File: src/rtl/ftsp_pkg.sv
package ftsp_pkg;

    // Defaults and fixed widths
    localparam int WORD_MAX_DEF = 32;
    localparam int SEG_LEN_W    = 9;   // holds a segment length up to 256
    localparam int Q_DEPTH      = 4;
    localparam int Q_PTR_W      = 2;
    localparam int APB_ADDR_W   = 3;
    localparam int APB_DATA_W   = 32;
    localparam int ITEMS_W      = 9;
    localparam int CHAR_W       = 7;

    localparam logic [ITEMS_W-1:0] ITEM_CAP_RST = 9'd256;

    // Token codes
    localparam logic [4:0] TOK_START    = 5'd31;
    localparam logic [4:0] TOK_END      = 5'd30;
    localparam logic [4:0] TOK_RECORD   = 5'd28;
    localparam logic [4:0] TOK_POS_LAST = 5'd9;
    localparam logic [4:0] TOK_NEG_1ST  = 5'd17;
    localparam logic [4:0] TOK_NEG_LAST = 5'd25;
    localparam logic [4:0] TOK_NEG_BASE = 5'd16;
    localparam logic [4:0] TOK_ALPHA_LAST = 5'd25;
    localparam logic [4:0] TOK_MAP_A    = 5'd26;
    localparam logic [4:0] TOK_MAP_B    = 5'd27;
    localparam logic [4:0] PUNCT_CNT    = 5'd28;

    // Characters
    localparam logic [CHAR_W-1:0] CH_QMARK = 7'h3F;
    localparam logic [CHAR_W-1:0] CH_UP_A  = 7'h41;
    localparam logic [CHAR_W-1:0] CH_LO_A  = 7'h61;
    localparam logic [CHAR_W-1:0] CH_SPACE = 7'h20;
    localparam logic [CHAR_W-1:0] CH_DOT   = 7'h2E;
    localparam logic [CHAR_W-1:0] CH_AT    = 7'h40;
    localparam logic [CHAR_W-1:0] CH_DASH  = 7'h2D;

    localparam logic [CHAR_W-1:0] PUNCT_MAP [28] = '{
        7'h21, 7'h22, 7'h23, 7'h24, 7'h25, 7'h26, 7'h27, 7'h28, 7'h29, 7'h2A,
        7'h2B, 7'h2C, 7'h2F, 7'h3A, 7'h3B, 7'h3C, 7'h3D, 7'h3E, 7'h3F, 7'h5B,
        7'h5C, 7'h5D, 7'h5E, 7'h5F, 7'h60, 7'h7B, 7'h7C, 7'h7D
    };

    typedef enum logic [1:0] {
        M_NUM   = 2'd0,
        M_WORD  = 2'd1,
        M_SPEC  = 2'd2,
        M_SPEC2 = 2'd3
    } t_mode;

    typedef enum logic [1:0] {
        K_NUMBER = 2'd0,
        K_CHAR   = 2'd1,
        K_EMPTY  = 2'd2
    } t_kind;

    // Commands from the front to the back
    typedef enum logic [1:0] {
        C_CHAR   = 2'd0,
        C_NUMBER = 2'd1,
        C_EMPTY  = 2'd2,
        C_WORD   = 2'd3
    } t_op;

    typedef enum logic [1:0] {
        B_IDLE = 2'd0,
        B_READ = 2'd1,
        B_EMIT = 2'd2
    } t_back_state;

    typedef struct packed {
        logic [4:0] token;
        logic       record_end;
    } t_in_item;

    typedef struct packed {
        t_kind              kind;
        logic signed [63:0] number_value;
        logic [CHAR_W-1:0]  char_code;
        logic               item_last;
    } t_out_item;

    // len: buffer slot for a character, segment length for a word
    typedef struct packed {
        t_op                  op;
        logic [63:0]          value;
        logic [CHAR_W-1:0]    chr;
        logic [SEG_LEN_W-1:0] len;
    } t_cmd;

    function automatic logic [CHAR_W-1:0] map_char(input t_mode m, input logic [4:0] t);
        logic [CHAR_W-1:0] c;
        c = CH_QMARK;
        unique case (m)
            M_SPEC2: begin
                if (t < PUNCT_CNT) c = PUNCT_MAP[t];
            end
            M_WORD: begin
                if (t <= TOK_ALPHA_LAST) c = CH_UP_A + {2'b00, t};
                else if (t == TOK_MAP_A) c = CH_SPACE;
                else if (t == TOK_MAP_B) c = CH_DOT;
            end
            M_SPEC: begin
                if (t <= TOK_ALPHA_LAST) c = CH_LO_A + {2'b00, t};
                else if (t == TOK_MAP_A) c = CH_AT;
                else if (t == TOK_MAP_B) c = CH_DASH;
            end
            default: c = CH_QMARK;
        endcase
        return c;
    endfunction

endpackage

File: src/rtl/five_bit_token_stream_parser_top.sv
// A number or empty-word result passes through the command queue and the output register
// when the back end is free; a word's first character follows its closing token through the
// queue and the B_READ and B_EMIT states. Throughput: one token per cycle into a 4-entry
// command queue while it is not full; the back end reads then emits each word character.
// Reset (i_rst_n low, synchronous): number mode, empty queue and output, item cap 256.
module five_bit_token_stream_parser_top
    import ftsp_pkg::*;
#(
    parameter int WORD_MAX = WORD_MAX_DEF
) (
    input  logic                  i_clk,
    input  logic                  i_rst_n,
    input  logic                  i_valid,
    output logic                  o_ready,
    input  t_in_item              i_in,
    output logic                  o_valid,
    input  logic                  i_ready,
    output t_out_item             o_out,
    input  logic                  psel,
    input  logic                  penable,
    input  logic                  pwrite,
    input  logic [APB_ADDR_W-1:0] paddr,
    input  logic [APB_DATA_W-1:0] pwdata,
    output logic [APB_DATA_W-1:0] prdata,
    output logic                  pready
);

    logic [ITEMS_W-1:0] r_item_cap;
    logic               q_push, q_full, q_empty, q_pop;
    t_cmd               q_in, q_out;

    // Register file: item cap at word 0
    assign pready = 1'b1;
    assign prdata = (paddr[APB_ADDR_W-1] == 1'b0) ?
                    {{(APB_DATA_W-ITEMS_W){1'b0}}, r_item_cap} : '0;

    always_ff @(posedge i_clk) begin
        if (!i_rst_n) begin
            r_item_cap <= ITEM_CAP_RST;
        end else if (psel && penable && pwrite && pready && !paddr[APB_ADDR_W-1]) begin
            r_item_cap <= pwdata[ITEMS_W-1:0];
        end
    end

    ftsp_front #(.WORD_MAX(WORD_MAX)) u_front (
        .i_clk       (i_clk),
        .i_rst_n     (i_rst_n),
        .i_valid     (i_valid),
        .o_ready     (o_ready),
        .i_in        (i_in),
        .i_item_cap  (r_item_cap),
        .i_full      (q_full),
        .o_push      (q_push),
        .o_cmd       (q_in)
    );

    ftsp_queue u_queue (
        .i_clk   (i_clk),
        .i_rst_n (i_rst_n),
        .i_push  (q_push),
        .i_cmd   (q_in),
        .o_full  (q_full),
        .o_empty (q_empty),
        .i_pop   (q_pop),
        .o_cmd   (q_out)
    );

    ftsp_back #(.WORD_MAX(WORD_MAX)) u_back (
        .i_clk   (i_clk),
        .i_rst_n (i_rst_n),
        .i_empty (q_empty),
        .i_cmd   (q_out),
        .o_pop   (q_pop),
        .o_valid (o_valid),
        .i_ready (i_ready),
        .o_out   (o_out)
    );

endmodule

File: src/rtl/ftsp_front.sv
module ftsp_front
    import ftsp_pkg::*;
#(
    parameter int WORD_MAX = WORD_MAX_DEF
) (
    input  logic               i_clk,
    input  logic               i_rst_n,
    input  logic               i_valid,
    output logic               o_ready,
    input  t_in_item           i_in,
    input  logic [ITEMS_W-1:0] i_item_cap,
    input  logic               i_full,
    output logic               o_push,
    output t_cmd               o_cmd
);

    localparam int LEN_W = $clog2(WORD_MAX + 1);

    t_mode              r_mode, n_mode;
    logic [63:0]        r_acc, n_acc;
    logic               r_have, n_have;
    logic [LEN_W-1:0]   r_seg_len, n_seg_len;
    logic [ITEMS_W-1:0] r_items, n_items;

    logic        accept;
    logic [4:0]  tok;
    logic        is_start, is_end, is_rec, is_ctrl, is_pos, is_neg, closes, can_emit;
    logic [4:0]  neg_mag;
    logic [63:0] dext, acc_mul, acc_upd;
    logic        have_upd;

    assign o_ready = !i_full;
    assign accept  = i_valid && o_ready;

    // Token classification
    assign tok      = i_in.token;
    assign is_start = (tok == TOK_START);
    assign is_end   = (tok == TOK_END);
    assign is_rec   = (tok == TOK_RECORD);
    assign is_ctrl  = is_start || is_end || is_rec;
    assign is_pos   = (tok <= TOK_POS_LAST);
    assign is_neg   = (tok >= TOK_NEG_1ST) && (tok <= TOK_NEG_LAST);
    assign closes   = is_end || is_rec || (is_start && (r_mode != M_SPEC2));
    assign can_emit = (r_items < i_item_cap);

    // acc*10 + digit, negative digits subtract
    assign neg_mag = tok - TOK_NEG_BASE;
    assign dext    = is_pos ? {59'd0, tok} : (64'd0 - {59'd0, neg_mag});
    assign acc_mul = (r_acc << 3) + (r_acc << 1) + dext;
    assign acc_upd = (is_pos || is_neg) ? acc_mul : r_acc;
    assign have_upd = r_have || is_pos || is_neg;

    // Mode tracking and command generation
    always_comb begin
        n_mode    = r_mode;
        n_acc     = r_acc;
        n_have    = r_have;
        n_seg_len = r_seg_len;
        n_items   = r_items;
        o_push    = 1'b0;
        o_cmd     = '{op: C_CHAR, value: '0, chr: '0, len: '0};
        if (accept) begin
            if (r_mode == M_NUM) begin
                n_acc  = acc_upd;
                n_have = have_upd;
                if (is_start) n_mode = M_WORD;
                if (have_upd && (is_ctrl || i_in.record_end)) begin
                    if (can_emit) begin
                        o_push    = 1'b1;
                        o_cmd.op  = C_NUMBER;
                        o_cmd.value = acc_upd;
                        n_items   = r_items + 1'b1;
                    end
                    n_acc  = '0;
                    n_have = 1'b0;
                end
            end else if (closes) begin
                if (can_emit) begin
                    o_push    = 1'b1;
                    o_cmd.op  = (r_seg_len == '0) ? C_EMPTY : C_WORD;
                    o_cmd.len = SEG_LEN_W'(r_seg_len);
                    n_items   = r_items + 1'b1;
                end
                n_seg_len = '0;
                priority if (is_rec) begin
                    n_mode = M_NUM;
                end else if (is_end) begin
                    unique case (r_mode)
                        M_SPEC2: n_mode = M_SPEC;
                        M_SPEC:  n_mode = M_WORD;
                        default: n_mode = M_NUM;
                    endcase
                end else begin
                    n_mode = (r_mode == M_WORD) ? M_SPEC : M_SPEC2;
                end
            end else if (r_seg_len < LEN_W'(WORD_MAX)) begin
                o_push    = 1'b1;
                o_cmd.op  = C_CHAR;
                o_cmd.chr = map_char(r_mode, tok);
                o_cmd.len = SEG_LEN_W'(r_seg_len);
                n_seg_len = r_seg_len + 1'b1;
            end
            // record end: everything back to the reset values
            if (i_in.record_end) begin
                n_mode    = M_NUM;
                n_acc     = '0;
                n_have    = 1'b0;
                n_seg_len = '0;
                n_items   = '0;
            end
        end
    end

    always_ff @(posedge i_clk) begin
        if (!i_rst_n) begin
            r_mode    <= M_NUM;
            r_acc     <= '0;
            r_have    <= 1'b0;
            r_seg_len <= '0;
            r_items   <= '0;
        end else begin
            r_mode    <= n_mode;
            r_acc     <= n_acc;
            r_have    <= n_have;
            r_seg_len <= n_seg_len;
            r_items   <= n_items;
        end
    end

    a_rec_end_clears: assert property (@(posedge i_clk) disable iff (!i_rst_n)
        (accept && i_in.record_end) |=> (r_mode == M_NUM) && (r_items == '0) && !r_have)
        else $error("record end did not clear parser state");

    a_seg_len_bound: assert property (@(posedge i_clk) disable iff (!i_rst_n)
        r_seg_len <= LEN_W'(WORD_MAX))
        else $error("segment length beyond buffer size");

endmodule

File: src/rtl/ftsp_queue.sv
module ftsp_queue
    import ftsp_pkg::*;
(
    input  logic i_clk,
    input  logic i_rst_n,
    input  logic i_push,
    input  t_cmd i_cmd,
    output logic o_full,
    output logic o_empty,
    input  logic i_pop,
    output t_cmd o_cmd
);

    t_cmd               r_mem [Q_DEPTH];
    logic [Q_PTR_W-1:0] r_wp, r_rp;
    logic [Q_PTR_W:0]   r_cnt;

    assign o_full  = (r_cnt == (Q_PTR_W+1)'(Q_DEPTH));
    assign o_empty = (r_cnt == '0);
    assign o_cmd   = r_mem[r_rp];

    // Storage
    always_ff @(posedge i_clk) begin
        if (i_push) r_mem[r_wp] <= i_cmd;
    end

    // Pointers and fill count
    always_ff @(posedge i_clk) begin
        if (!i_rst_n) begin
            r_wp  <= '0;
            r_rp  <= '0;
            r_cnt <= '0;
        end else begin
            if (i_push) r_wp <= r_wp + 1'b1;
            if (i_pop)  r_rp <= r_rp + 1'b1;
            r_cnt <= r_cnt + (Q_PTR_W+1)'(i_push) - (Q_PTR_W+1)'(i_pop);
        end
    end

    a_no_overflow: assert property (@(posedge i_clk) disable iff (!i_rst_n)
        (i_push && !i_pop) |-> !o_full)
        else $error("command queue overflow");

endmodule

File: src/rtl/ftsp_back.sv
module ftsp_back
    import ftsp_pkg::*;
#(
    parameter int WORD_MAX = WORD_MAX_DEF
) (
    input  logic      i_clk,
    input  logic      i_rst_n,
    input  logic      i_empty,
    input  t_cmd      i_cmd,
    output logic      o_pop,
    output logic      o_valid,
    input  logic      i_ready,
    output t_out_item o_out
);

    localparam int IDX_W = (WORD_MAX > 1) ? $clog2(WORD_MAX) : 1;

    logic [CHAR_W-1:0] r_chars [WORD_MAX];
    logic [CHAR_W-1:0] r_rd;

    t_back_state      r_state, n_state;
    logic [IDX_W-1:0] r_idx, n_idx;
    logic [IDX_W-1:0] r_last_idx, n_last_idx;
    logic             r_out_valid;
    t_out_item        r_out;

    logic      out_free, wr_en, rd_en, load;
    t_out_item ld_item;

    assign out_free = !r_out_valid || i_ready;
    assign o_valid  = r_out_valid;
    assign o_out    = r_out;

    // Sequencer: store characters, emit numbers, drain words
    always_comb begin
        n_state    = r_state;
        n_idx      = r_idx;
        n_last_idx = r_last_idx;
        o_pop      = 1'b0;
        wr_en      = 1'b0;
        rd_en      = 1'b0;
        load       = 1'b0;
        ld_item    = '{kind: K_CHAR, number_value: '0, char_code: '0, item_last: 1'b0};
        unique case (r_state)
            B_IDLE: begin
                if (!i_empty) begin
                    unique case (i_cmd.op)
                        C_CHAR: begin
                            o_pop = 1'b1;
                            wr_en = 1'b1;
                        end
                        C_NUMBER: begin
                            if (out_free) begin
                                o_pop = 1'b1;
                                load  = 1'b1;
                                ld_item.kind         = K_NUMBER;
                                ld_item.number_value = $signed(i_cmd.value);
                                ld_item.item_last    = 1'b1;
                            end
                        end
                        C_EMPTY: begin
                            if (out_free) begin
                                o_pop = 1'b1;
                                load  = 1'b1;
                                ld_item.kind      = K_EMPTY;
                                ld_item.item_last = 1'b1;
                            end
                        end
                        C_WORD: begin
                            o_pop      = 1'b1;
                            n_idx      = '0;
                            n_last_idx = IDX_W'(i_cmd.len - 1'b1);
                            n_state    = B_READ;
                        end
                    endcase
                end
            end
            B_READ: begin
                rd_en   = 1'b1;
                n_state = B_EMIT;
            end
            B_EMIT: begin
                if (out_free) begin
                    load = 1'b1;
                    ld_item.kind      = K_CHAR;
                    ld_item.char_code = r_rd;
                    ld_item.item_last = (r_idx == r_last_idx);
                    if (r_idx == r_last_idx) begin
                        n_state = B_IDLE;
                    end else begin
                        n_idx   = r_idx + 1'b1;
                        n_state = B_READ;
                    end
                end
            end
            default: n_state = B_IDLE;
        endcase
    end

    // Character buffer
    always_ff @(posedge i_clk) begin
        if (wr_en) r_chars[i_cmd.len[IDX_W-1:0]] <= i_cmd.chr;
        if (rd_en) r_rd <= r_chars[r_idx];
    end

    always_ff @(posedge i_clk) begin
        if (!i_rst_n) begin
            r_state    <= B_IDLE;
            r_idx      <= '0;
            r_last_idx <= '0;
        end else begin
            r_state    <= n_state;
            r_idx      <= n_idx;
            r_last_idx <= n_last_idx;
        end
    end

    // Output register
    always_ff @(posedge i_clk) begin
        if (!i_rst_n) begin
            r_out_valid <= 1'b0;
        end else if (load) begin
            r_out_valid <= 1'b1;
        end else if (i_ready) begin
            r_out_valid <= 1'b0;
        end
    end

    always_ff @(posedge i_clk) begin
        if (load) r_out <= ld_item;
    end

    a_drain_in_range: assert property (@(posedge i_clk) disable iff (!i_rst_n)
        (r_state == B_EMIT) |-> (r_idx <= r_last_idx))
        else $error("drain index past segment end");

    a_pop_nonempty: assert property (@(posedge i_clk) disable iff (!i_rst_n)
        o_pop |-> !i_empty)
        else $error("pop from empty command queue");

endmodule
File: config.mk
export PLATFORM = sky130hd
export DESIGN_NAME = five_bit_token_stream_parser_top
export DESIGN_NICKNAME = d
export VERILOG_FILES = /design/src/rtl/ftsp_pkg.sv /design/src/rtl/five_bit_token_stream_parser_top.sv /design/src/rtl/ftsp_front.sv /design/src/rtl/ftsp_queue.sv /design/src/rtl/ftsp_back.sv
export SDC_FILE = /design/constraint.sdc
export NUM_CORES = 1
export LEC_CHECK = 0
export BUFFER_PORTS_ARGS = -buffer_cell sky130_fd_sc_hd__buf_2
export CORE_MARGIN = 10
export CORE_UTILIZATION = 54
export DETAILED_ROUTE_END_ITERATION = 7
export GPL_TIMING_DRIVEN = 0
export PLACE_DENSITY = 0.74
export REMOVE_ABC_BUFFERS = 1
export SETUP_SLACK_MARGIN = 0.2
export SLEW_MARGIN = 5
export SYNTH_ARGS = -nofsm -noshare
export SYNTH_HDL_FRONTEND = slang
export SYNTH_SLANG_ARGS = --single-unit
File: constraint.sdc
create_clock -name i_clk -period 7 [get_ports i_clk]
set_input_delay 0.35 -clock i_clk [delete_from_list [all_inputs] [get_ports i_clk]]
set_output_delay 0.35 -clock i_clk [all_outputs]
set_load 0.005 [all_outputs]
[Word level (Yosys, flattened, before mapping)]
Memory sizes are Yosys's and may differ from the RTL's. A register that Yosys moved wholly into a read port is not among the register bits.
Cells that the tools add are included.
Storage, ports and cells
  word-level logic and storage cells: 199
  input bits: 48
  RAM bits: 552
  memories: 3
  output and inout port bits: 109
  flip-flop bits (word level): 185
  bits in read-only memories: 224
Memory list
  u_queue.r_mem: words 4, bits a word 82, rd ports 1, clocked after memory_dff 1, wr ports 1, line ftsp_queue.sv:14  | t_cmd r_mem [Q_DEPTH];
  (name not given): words 32, bits a word 7, rd ports 1, clocked after memory_dff 0, wr ports 0, line ftsp_pkg.sv:95  | if (t < PUNCT_CNT) c = PUNCT_MAP[t];
  u_back.r_chars: words 32, bits a word 7, rd ports 1, clocked after memory_dff 1, wr ports 1, line ftsp_back.sv:18  | logic [CHAR_W-1:0] r_chars [WORD_MAX];
Operators by class
  add/subtract/negate cells: 14
  bitwise logic cells: 5
  reduce and logical (&&, ||, !) cells: 41
  equality and inequality tests: 23
  multiplexer cells: 89
  order comparisons: 7
Operators by type and width (number)
  two-way mux 64 bit: 6
  two-way mux 65 bit: 2
  adder 64 bit: 2
  two-way mux 82 bit: 1
  two-way mux 66 bit: 1
  two-way mux 9 bit: 7
  two-way mux 7 bit: 8
  two-way mux 16 bit: 2
  two-way mux 2 bit: 15
  two-way mux 5 bit: 6
  two-way mux 6 bit: 5
  two-way mux 1 bit: 28
  == test 5 bit, second input constant: 5
  case mux 7 bit (3 select lines): 1
  AND reduction 3 bit: 5
  == test 2 bit, second input constant: 5
  inequality test 2 bit, second input constant: 5
  case mux 5 bit (2 select lines): 1
  adder 9 x 1 -> 9 bit, second input constant: 1
  logical OR 1 bit: 9
  less-than comparator 9 bit: 1
  case mux 2 bit (2 select lines): 2
  adder 6 x 6 -> 7 bit, first input constant: 1
  adder 7 x 5 -> 7 bit, first input constant: 1
  other kinds (35): 59

[Longest topological paths before layout]
Gate-level depths: netlist of the first run.
  word-level depth: 10
  depth in mapped cells: 21
  depth with buffers taken out: 19

[By module]
A second synthesis of the first run with hierarchy kept.
Second synthesis, totals
  cells, all modules: 2563
  area total of the unflattened synthesis: 35358.9 um^2
By module, submodules not included
  ftsp_back: instances 1, cells an instance 685, area an instance 12468.2 um^2, sequential area each 9419.0 um^2
  ftsp_queue: instances 1, cells an instance 471, area an instance 12358.1 um^2, sequential area each 10029.6 um^2
  ftsp_front: instances 1, cells an instance 1332, area an instance 9893.2 um^2, sequential area each 1641.6 um^2
  five_bit_token_stream_parser_top: instances 1, cells an instance 75, area an instance 639.4 um^2, sequential area each 180.2 um^2

[Worst setup path after synthesis of the first run]
No wires, ideal clock.
  path type: register -> register
  from: register with a tool-made name
  to: register u_back.r_out, in the netlist u_back.o_out[0], enable pin
  setup time: 0.531 ns
  cell stages (with the launch flop): 9
  slack: 0.430 ns
  required time: 6.469 ns
  arrival: 6.039 ns
  path buffers: 3
  period minus slack after synthesis: 6.570 ns
  cell sequence: dfxtp_1 > clkbuf_1 > clkbuf_1 > buf_1 > mux4_2 > inv_1 > ha_1 > nand2_1 > a21oi_1
RTL lines
  end signal, assigned: line ftsp_back.sv:130  | if (load) r_out <= ld_item;
  end, declared: line ftsp_back.sv:25  | t_out_item r_out;

==> Flow_metrics.wiki, run 1 <==
{| class="wikitable"
! Metric !! Value
|-
| Buffer count from post-CTS setup fixing || 0
|-
| Result of the run || complete, no violations
|-
| Routed Wire Length || between 70,000 and 80,000 um
|-
| Synth Register Bits || 730
|-
| Total grt overflow || 0
|-
| Core area || 64,300 um^2
|-
| Wire length of the first global-routing pass || 123,000 um
|-
| Die area || 75,500 um^2
|-
| Clock period minus final worst setup slack || 5.84 ns
|-
| Buf/Inv on CP || 3
|-
| Critical path capture point type || register
|-
| RSZ-0062 raised after global routing || no
|-
| Antenna violations before repair || 0
|-
| Highest achievable clock rate || 171 MHz
|-
| Average instance area after synthesis || 13.5 um^2
|-
| CP delay by family, top || compound AO/OA/AOI/OAI gates
|-
| Post-synth ARST share || 0
|-
| Y dimension of the die || between 200 and 300 um
|-
| Vias || between 20,000 and 25,000
|-
| Vias in the first global route || roughly 22,000
|-
| Worst setup path start || i_in[2]
|-
| Routability congestion estimate from global placement || about 0.9
|-
| Beginning of the worst register-to-register path || r_item_cap[6]
|-
| Clock-pin transition on the worst setup and hold timing paths || 0.06 ns
|-
| DR pass1 iterations || 5
|-
| Worst-path fanout max || 41
|-
| Worst endpoint data arrival time || slightly above 6 ns
|-
| Number of DRC markers after the initial detailed-route iteration || 1,822
|-
| Worst hold path startpoint || i_in[1]
|-
| Layout overhead on the synthesized area || 12.5%
|-
| Post-Syn Area || 35,000 um^2
|-
| Data required time of the worst path || 7.36 ns
|-
| Post-route fraction of the period consumed by the critical path || 0.834
|-
| Kind of launch point of the worst setup path || input pin
|-
| Placed wire-length estimate || 52,700 um
|-
| Final Setup Violations || 0
|-
| Per-cell routed wire length || 21.7 um
|-
| Max_slew headroom || 0.138
|-
| Prevailing post-synth register cell || sky130_fd_sc_hd__edfxtp_1
|-
| Post-route cell area || 39,400 um^2
|-
| Actual slew at the worst max-slew pin || 1.28 ns
|-
| Sink Count || 730
|-
| Critical path start-end classification || in -> reg
|-
| LEAKAGE || 0.0143 uW
|-
| Number of buffers created by CTS || 75
|-
| Worst skew pair latency || 0.63 ns
|-
| Chip Width || 275 um
|-
| H-tree levels || 3
|-
| Clock tree from TritonCTS || done
|-
| Register area share after synthesis || 0.593
|-
| Total number of placement rows || 93
|-
| Number of flops mapped to enable cells by yosys || 617
|-
| DR vias/cell || 6.00
|-
| Cell mode on critical path || sky130_fd_sc_hd__ha_1
|-
| Root buf cell || sky130_fd_sc_hd__clkbuf_16
|-
| Biggest cell delay along the critical path || slightly above 0.7 ns
|-
| Cell Count Post-Placement || 3,430
|-
| Fillcell total || 4,662
|-
| Worst-path cell with the longest stage delay || sky130_fd_sc_hd__o21ai_0
|-
| YS warnings || 0
|-
| # Max-Cap Violations || 0
|-
| Critical path cell sequence || buf_2 > inv_1 > ha_1 > o21ai_0 > o22a_2 > buf_12 > xnor2_1 > ha_1 > ha_1 > a211o_1 > a31oi_1 > o2111a_1 > a211oi_2 > o2111ai_2 > a2111oi_4 > nor2_2 > or4_1 > a31oi_1
|-
| # DRC || 0
|-
| DP Area || 36,800 um^2
|-
| Buffer depth of the longest clock path || 3
|-
| Gate count of the mapped netlist || 2,586
|-
| Worst Skew || 0.0347 ns
|-
| Antenna fix cells || 0
|-
| Final-stage net count || 2,870
|-
| IO Count || 157
|-
| PD cells || 347 nW/um^2
|-
| Initial core utilization || 0.544
|-
| Routed Antenna Nets || 0
|-
| Largest vdd supply drop || 0.416 mV
|-
| Proportion of layout cells with a drive suffix above 1 || 0.165
|-
| Number of input and output port buffers inserted || about 110
|-
| Total global routing track utilization || 0.207
|-
| Final-layout setup total negative slack || 0 ns
|-
| Pin count of the biggest net entering global routing || 63
|-
| Final max-slew violation count || 0
|-
| Final cell count without fillers || 3,578
|-
| Synth cell types || 79
|-
| Number of endpoints with negative hold slack in the final report || 0
|-
| Hold WC Path Type || in -> reg
|}
-- stage by stage --
step	util	total power, uW	worst slack, ns	hold WS, ns
2_1_floorplan	-	8340	-1.44	0.426
3_3_place_gp	0.559	9470	-6.39	0.436
3_5_place_dp	0.571	9620	0.665	0.451
4_1_cts	0.613	13800	1.25	0.152
5_1_grt	0.613	14400	0.952	0.184
6_report	0.613	13700	1.16	0.205
-- worst register-to-register path, delay by kind of cell (launching register included) --
kind / cells / cell delay [ns]
AO/OA/AOI/OAI: 4 / 1.80
AND/OR/NAND/NOR: 3 / 1.32
buffers and inverters: 3 / 0.55
flip-flops: 1 / 0.34
adder cells (fa/ha/maj): 1 / 0.34
-- worst paths after layout --
kind         cells past startpoint                    to  slack (ns)
max                             18  u_queue.r_mem[2][68]        1.16
min                              3      u_front.r_acc[0]        0.20
max reg2reg                     11  u_queue.r_mem[2][63]        2.34
min reg2reg                      2     u_front.r_acc[63]        0.46
-- placed cells by master, fill, tap and decap left out, types with 19 or more instances in the layout --
cell type and instances:
sky130_fd_sc_hd__edfxtp_1 617, sky130_fd_sc_hd__nand2_1 208, sky130_fd_sc_hd__nor2_1 184, sky130_fd_sc_hd__ha_1 157, sky130_fd_sc_hd__a21oi_1 148, sky130_fd_sc_hd__mux4_2 148, sky130_fd_sc_hd__dfxtp_1 109, sky130_fd_sc_hd__buf_2 107
sky130_fd_sc_hd__xnor2_1 105, sky130_fd_sc_hd__a21o_1 102, sky130_fd_sc_hd__nor2b_1 80, sky130_fd_sc_hd__clkbuf_16 78, sky130_fd_sc_hd__o21ai_0 56, sky130_fd_sc_hd__inv_1 47, sky130_fd_sc_hd__nand4_1 37, sky130_fd_sc_hd__xor2_1 36
sky130_fd_sc_hd__and2_1 29, sky130_fd_sc_hd__a22oi_1 27, sky130_fd_sc_hd__nand3_1 26, sky130_fd_sc_hd__conb_1 24, sky130_fd_sc_hd__nor3_1 21, sky130_fd_sc_hd__buf_12 19
-- power breakdown --
part	internal (uW)	total, uW	switching (uW)	leakage, uW
clock network	2470	4140	1670	0.00125
logic	1510	3800	2280	0.00648
registers	5490	5740	250	0.00658
-- state kept, by name, indices dropped and copies added (netlist names), named ones only --
name,flops
u_back.r_idx,5
u_queue.r_wp,2
u_queue.r_mem,312
u_front.r_items,9
u_back.o_out,74
u_back.r_state,2
u_front.r_acc,64
u_queue.r_cnt,3
u_queue.r_rp,2
u_front.r_mode,2
u_front.r_have,1
u_front.r_seg_len,6
r_item_cap,9
u_back.r_last_idx,5
u_back.r_rd,7
u_back.o_valid,1
u_back.r_chars,224
-- timing repair --
| action | in CTS | in global routing |
|---|---|---|
| setup endpoints to repair | 0 | 0 |
| resized for setup | 0 | 0 |
| endpoints found under the hold margin | 9 | 0 |
| hold buffers | 9 | 0 |
-- cell families (layout without fill, tap and decap cells) --
logic type,Yosys count,count (layout),share of synthesized area
AOI/OAI and AO/OA,508,508,0.0967
xor gates and xnor gates,141,141,0.0353
adders and majority gates,161,161,0.0584
buffers and inverters,220,335,0.0266
DFF,730,730,0.593
muxes,167,167,0.101
other,2,24,0.000214
and+or+nand+nor,657,657,0.0885
-- layer usage --
| metal | vias up | track usage | share of wire | wire length [um] |
|---|---|---|---|---|
| met3 | 122 | 0.0346 | 0.057 | 4390 |
| li1 | 9913 | - | - | - |
| met2 | 629 | 0.358 | 0.51 | 39600 |
| met5 | - | 0 | 0 | 0 |
| met4 | 0 | 0.0654 | 0.024 | 1900 |
| met1 | 10800 | 0.262 | 0.41 | 31700 |
-- cell usage after synthesis (all sizes together) (69+ instances only) --
cell type,n,share of area
a21oi,149,0.021
nor2,187,0.020
dfxtp,113,0.065
ha,157,0.056
edfxtp,617,0.53
a21o,102,0.022
xnor2,105,0.026
nand2,208,0.022
nor2b,84,0.015
mux4,148,0.095
o21ai,69,0.010
clkbuf,112,0.012
-- final cells by class --
| class | instances | area (um^2) | share of cell area |
|---|---|---|---|
| tap | 855 | 1070 | 0.0271 |
| timing repair buffer | 147 | 1300 | 0.0331 |
| clock inverter | 44 | 517 | 0.0131 |
| multi-input combinational | 1658 | 13500 | 0.342 |
| sequential | 730 | 20800 | 0.528 |
| inverter | 49 | 185 | 0.00470 |
| clock buffer | 95 | 2060 | 0.0522 |
Power figures use the tool's default switching activity.
==> run 2, diff against run 1 <==
==> constraint.sdc (replaced) <==
create_clock -name i_clk -period 4.8 [get_ports i_clk]
set_input_delay 0.24 -clock i_clk [delete_from_list [all_inputs] [get_ports i_clk]]
set_output_delay 0.24 -clock i_clk [all_outputs]
set_load 0.005 [all_outputs]
==> Flow_metrics.wiki, run 2 (same netlist as run 1, synthesis figures left out) <==
{| class="wikitable"
! Metric !! Value
|-
| Y dimension of the die || 275 um (unchanged)
|-
| Routability congestion estimate from global placement || 0.916 (unchanged)
|-
| Met1 layer wirelength in the final routing || 31,900 um (+0.45%)
|-
| H-tree levels || 3 (unchanged)
|-
| Routed Wire Length || 78,000 um (+0.48%)
|-
| DR pass1 iterations || 7 (+2)
|-
| Antenna fix cells || 0 (unchanged)
|-
| Internal power summed over all cells || 13,900 uW (+46%)
|-
| Total grt overflow || 0 (unchanged)
|-
| Flip-flop count of the largest register after layout || 312 (unchanged)
|-
| Most frequent cells in the layout || sky130_fd_sc_hd__edfxtp_1, sky130_fd_sc_hd__nand2_1, sky130_fd_sc_hd__nor2_1
|-
| DR vias/cell || 6.00 (about the same)
|-
| Routed length on met3 || 4530 um (+3.1%)
|-
| Hold WS || 0.0994 ns (-0.105 ns)
|-
| Post-route fraction of the period consumed by the critical path || 0.920
|-
| Proportion of power drawn by combinational gates || 0.281 (+0.003)
|-
| Sw power || 6170 uW (+47%)
|-
| LEAKAGE || 0.0144 uW (+0.37%)
|-
| Largest vdd supply drop || 0.606 mV (+46%)
|-
| # DRC || 0 (unchanged)
|-
| Placed wire-length estimate || 52,700 um (unchanged)
|-
| Highest achievable clock rate || 227 MHz
|-
| Initial core utilization || 0.544 (unchanged)
|-
| Core area || 64,300 um^2 (unchanged)
|-
| Most frequent standard cell in the layout excluding fill and tap cells || sky130_fd_sc_hd__edfxtp_1
|-
| Worst endpoint data arrival time || 4.85 ns (-1.35 ns)
|-
| Biggest cell delay along the critical path || 0.55 ns (-0.16 ns)
|-
| Vias || 21,500 (+0.23%)
|-
| Utilization after layout || 0.616 (+0.00381)
|-
| Buf/Inv on CP || 3 (unchanged)
|-
| Antenna violations before repair || 0 (unchanged)
|-
| Layout overhead on the synthesized area || 13.2%
|-
| Die area || 75,500 um^2 (unchanged)
|-
| Clock tree from TritonCTS || done
|-
| Final Power || 20,000 uW (+46%)
|-
| Critical path capture point type || register
|-
| Vias in the first global route || 22,000 (+0.13%)
|-
| Pin count of the biggest net entering global routing || 63 (unchanged)
|-
| Actual slew at the worst max-slew pin || 1.27 ns (-0.00574 ns)
|-
| Worst-path fanout max || 15 (-63%)
|-
| Clock period minus final worst setup slack || 4.41 ns
|-
| Per-cell routed wire length || 21.8 um (+0.26%)
|-
| Worst skew pair latency || 0.63 ns (about the same)
|-
| Worst-path cell with the longest stage delay || sky130_fd_sc_hd__or4_4
|-
| Number of endpoints with negative hold slack in the final report || 0 (unchanged)
|-
| Kind of launch point of the worst setup path || input pin
|-
| Number of input and output port buffers inserted || 107 (unchanged)
|-
| PD cells || 505 nW/um^2 (+46%)
|-
| Setup slack, reg-to-reg || 0.57 ns (-1.77 ns)
|-
| Number of buffers created by CTS || 75 (unchanged)
|-
| Switching part of the total || 0.308 (+0.000719)
|-
| Wire length of the first global-routing pass || 124,000 um (+0.31%)
|-
| Worst Skew || 0.0349 ns (+0.000190 ns)
|-
| Hold WC Path Type || in -> reg
|-
| Sink Count || 730 (unchanged)
|-
| Number of DRC markers after the initial detailed-route iteration || 1,933 (+6.1%)
|-
| Max_slew headroom || 0.142 (+0.00387)
|-
| Most flop-heavy register || u_queue.r_mem
|-
| Final max-slew violation count || 0 (unchanged)
|-
| Critical path start-end classification || in -> reg
|-
| Total global routing track utilization || 0.207 (+0.000665)
|-
| Result of the run || complete, no violations
|-
| Cell mode on critical path || sky130_fd_sc_hd__ha_1
|-
| # Max-Cap Violations || 0 (unchanged)
|-
| Total number of placement rows || 93 (unchanged)
|-
| Top Metal Used || met4
|-
| Clock-pin transition on the worst setup and hold timing paths || 0.06 ns (about the same)
|-
| Final Setup Violations || 0 (unchanged)
|-
| Proportion of layout cells with a drive suffix above 1 || 0.178 (+0.0134)
|-
| Data required time of the worst path || 5.23 ns (-2.13 ns)
|-
| Final-stage net count || 2,878 (+0.28%)
|-
| CP delay by family, top || compound AO/OA/AOI/OAI gates
|-
| RSZ-0062 raised after global routing || no
|-
| Clock share of power || 0.301 (-0.002)
|-
| Critical path cell sequence || buf_2 > inv_2 > ha_4 > o21ai_4 > o22ai_4 > buf_16 > xnor2_1 > ha_1 > a21o_1 > ha_1 > and4_4 > and4_1 > a22oi_2 > a32oi_2 > o2111ai_4 > a2111oi_4 > nor2_2 > or4_4 > a31oi_4
|-
| Chip Width || 275 um (unchanged)
|-
| Register share of total power || 0.418 (-0.002)
|-
| IO Count || 157 (unchanged)
|-
| Buffer depth of the longest clock path || 3 (unchanged)
|-
| Met2 routed wirelength || 39,700 um (+0.35%)
|-
| Routed Antenna Nets || 0 (unchanged)
|-
| Root buf cell || sky130_fd_sc_hd__clkbuf_16
|}
## run 2: power groups by stage
stage	combinational, uW	clock, uW	sequential (uW)
after floorplan	3510	0	8630
after global placement	4880	0	8580
after detailed placement	5520	0	8500
after CTS	5610	6140	8380
after global routing	6170	6400	8450
final	5620	6040	8370
## run 2: timing repair
item	4_1_cts	5_1_grt
resized for setup	16	23
setup endpoints to repair	256	97
pin swaps	3	6
hold endpoints to repair	9	0
hold buffers	9	0
setup buffers	4	4
## run 2: final cells by class
type | instances | area [um^2]
multi-input combinational | 1658 | 13700
fill | 4645 | 24700
tap | 855 | 1070
timing repair buffer | 155 | 1360
clock inverter | 44 | 517
clock buffer | 95 | 2060
sequential | 730 | 20800
inverter | 49 | 185
## run 2: stage by stage
step	worst slack (ns)	instance area [um^2]	TNS (ns)	std cells
after floorplan	-3.64	34400	-1868.46	2437
after global placement	-8.48	36000	-5912.29	3399
after detailed placement	-1.43	36800	-190.98	3430
after CTS	0.199	39500	0	3582
after global routing	0.225	39700	0	3586
final	0.386	39700	0	3586
## run 2: routing by layer
metal	global-route usage	up-vias
met1	0.264	10800
li1	-	9929
met5	0	-
met2	0.358	668
met3	0.0350	125
met4	0.0646	0
## run 2: worst paths after layout
| check | from | to | cells past startpoint |
|---|---|---|---|
| max | i_in[2] | u_queue.r_mem[2][68] | 19 |
| min | i_rst_n | r_item_cap[8] | 2 |
| max reg2reg | r_item_cap[6] | u_queue.r_mem[2][71] | 11 |
| min reg2reg | u_front.r_acc[63] | u_front.r_acc[63] | 2 |
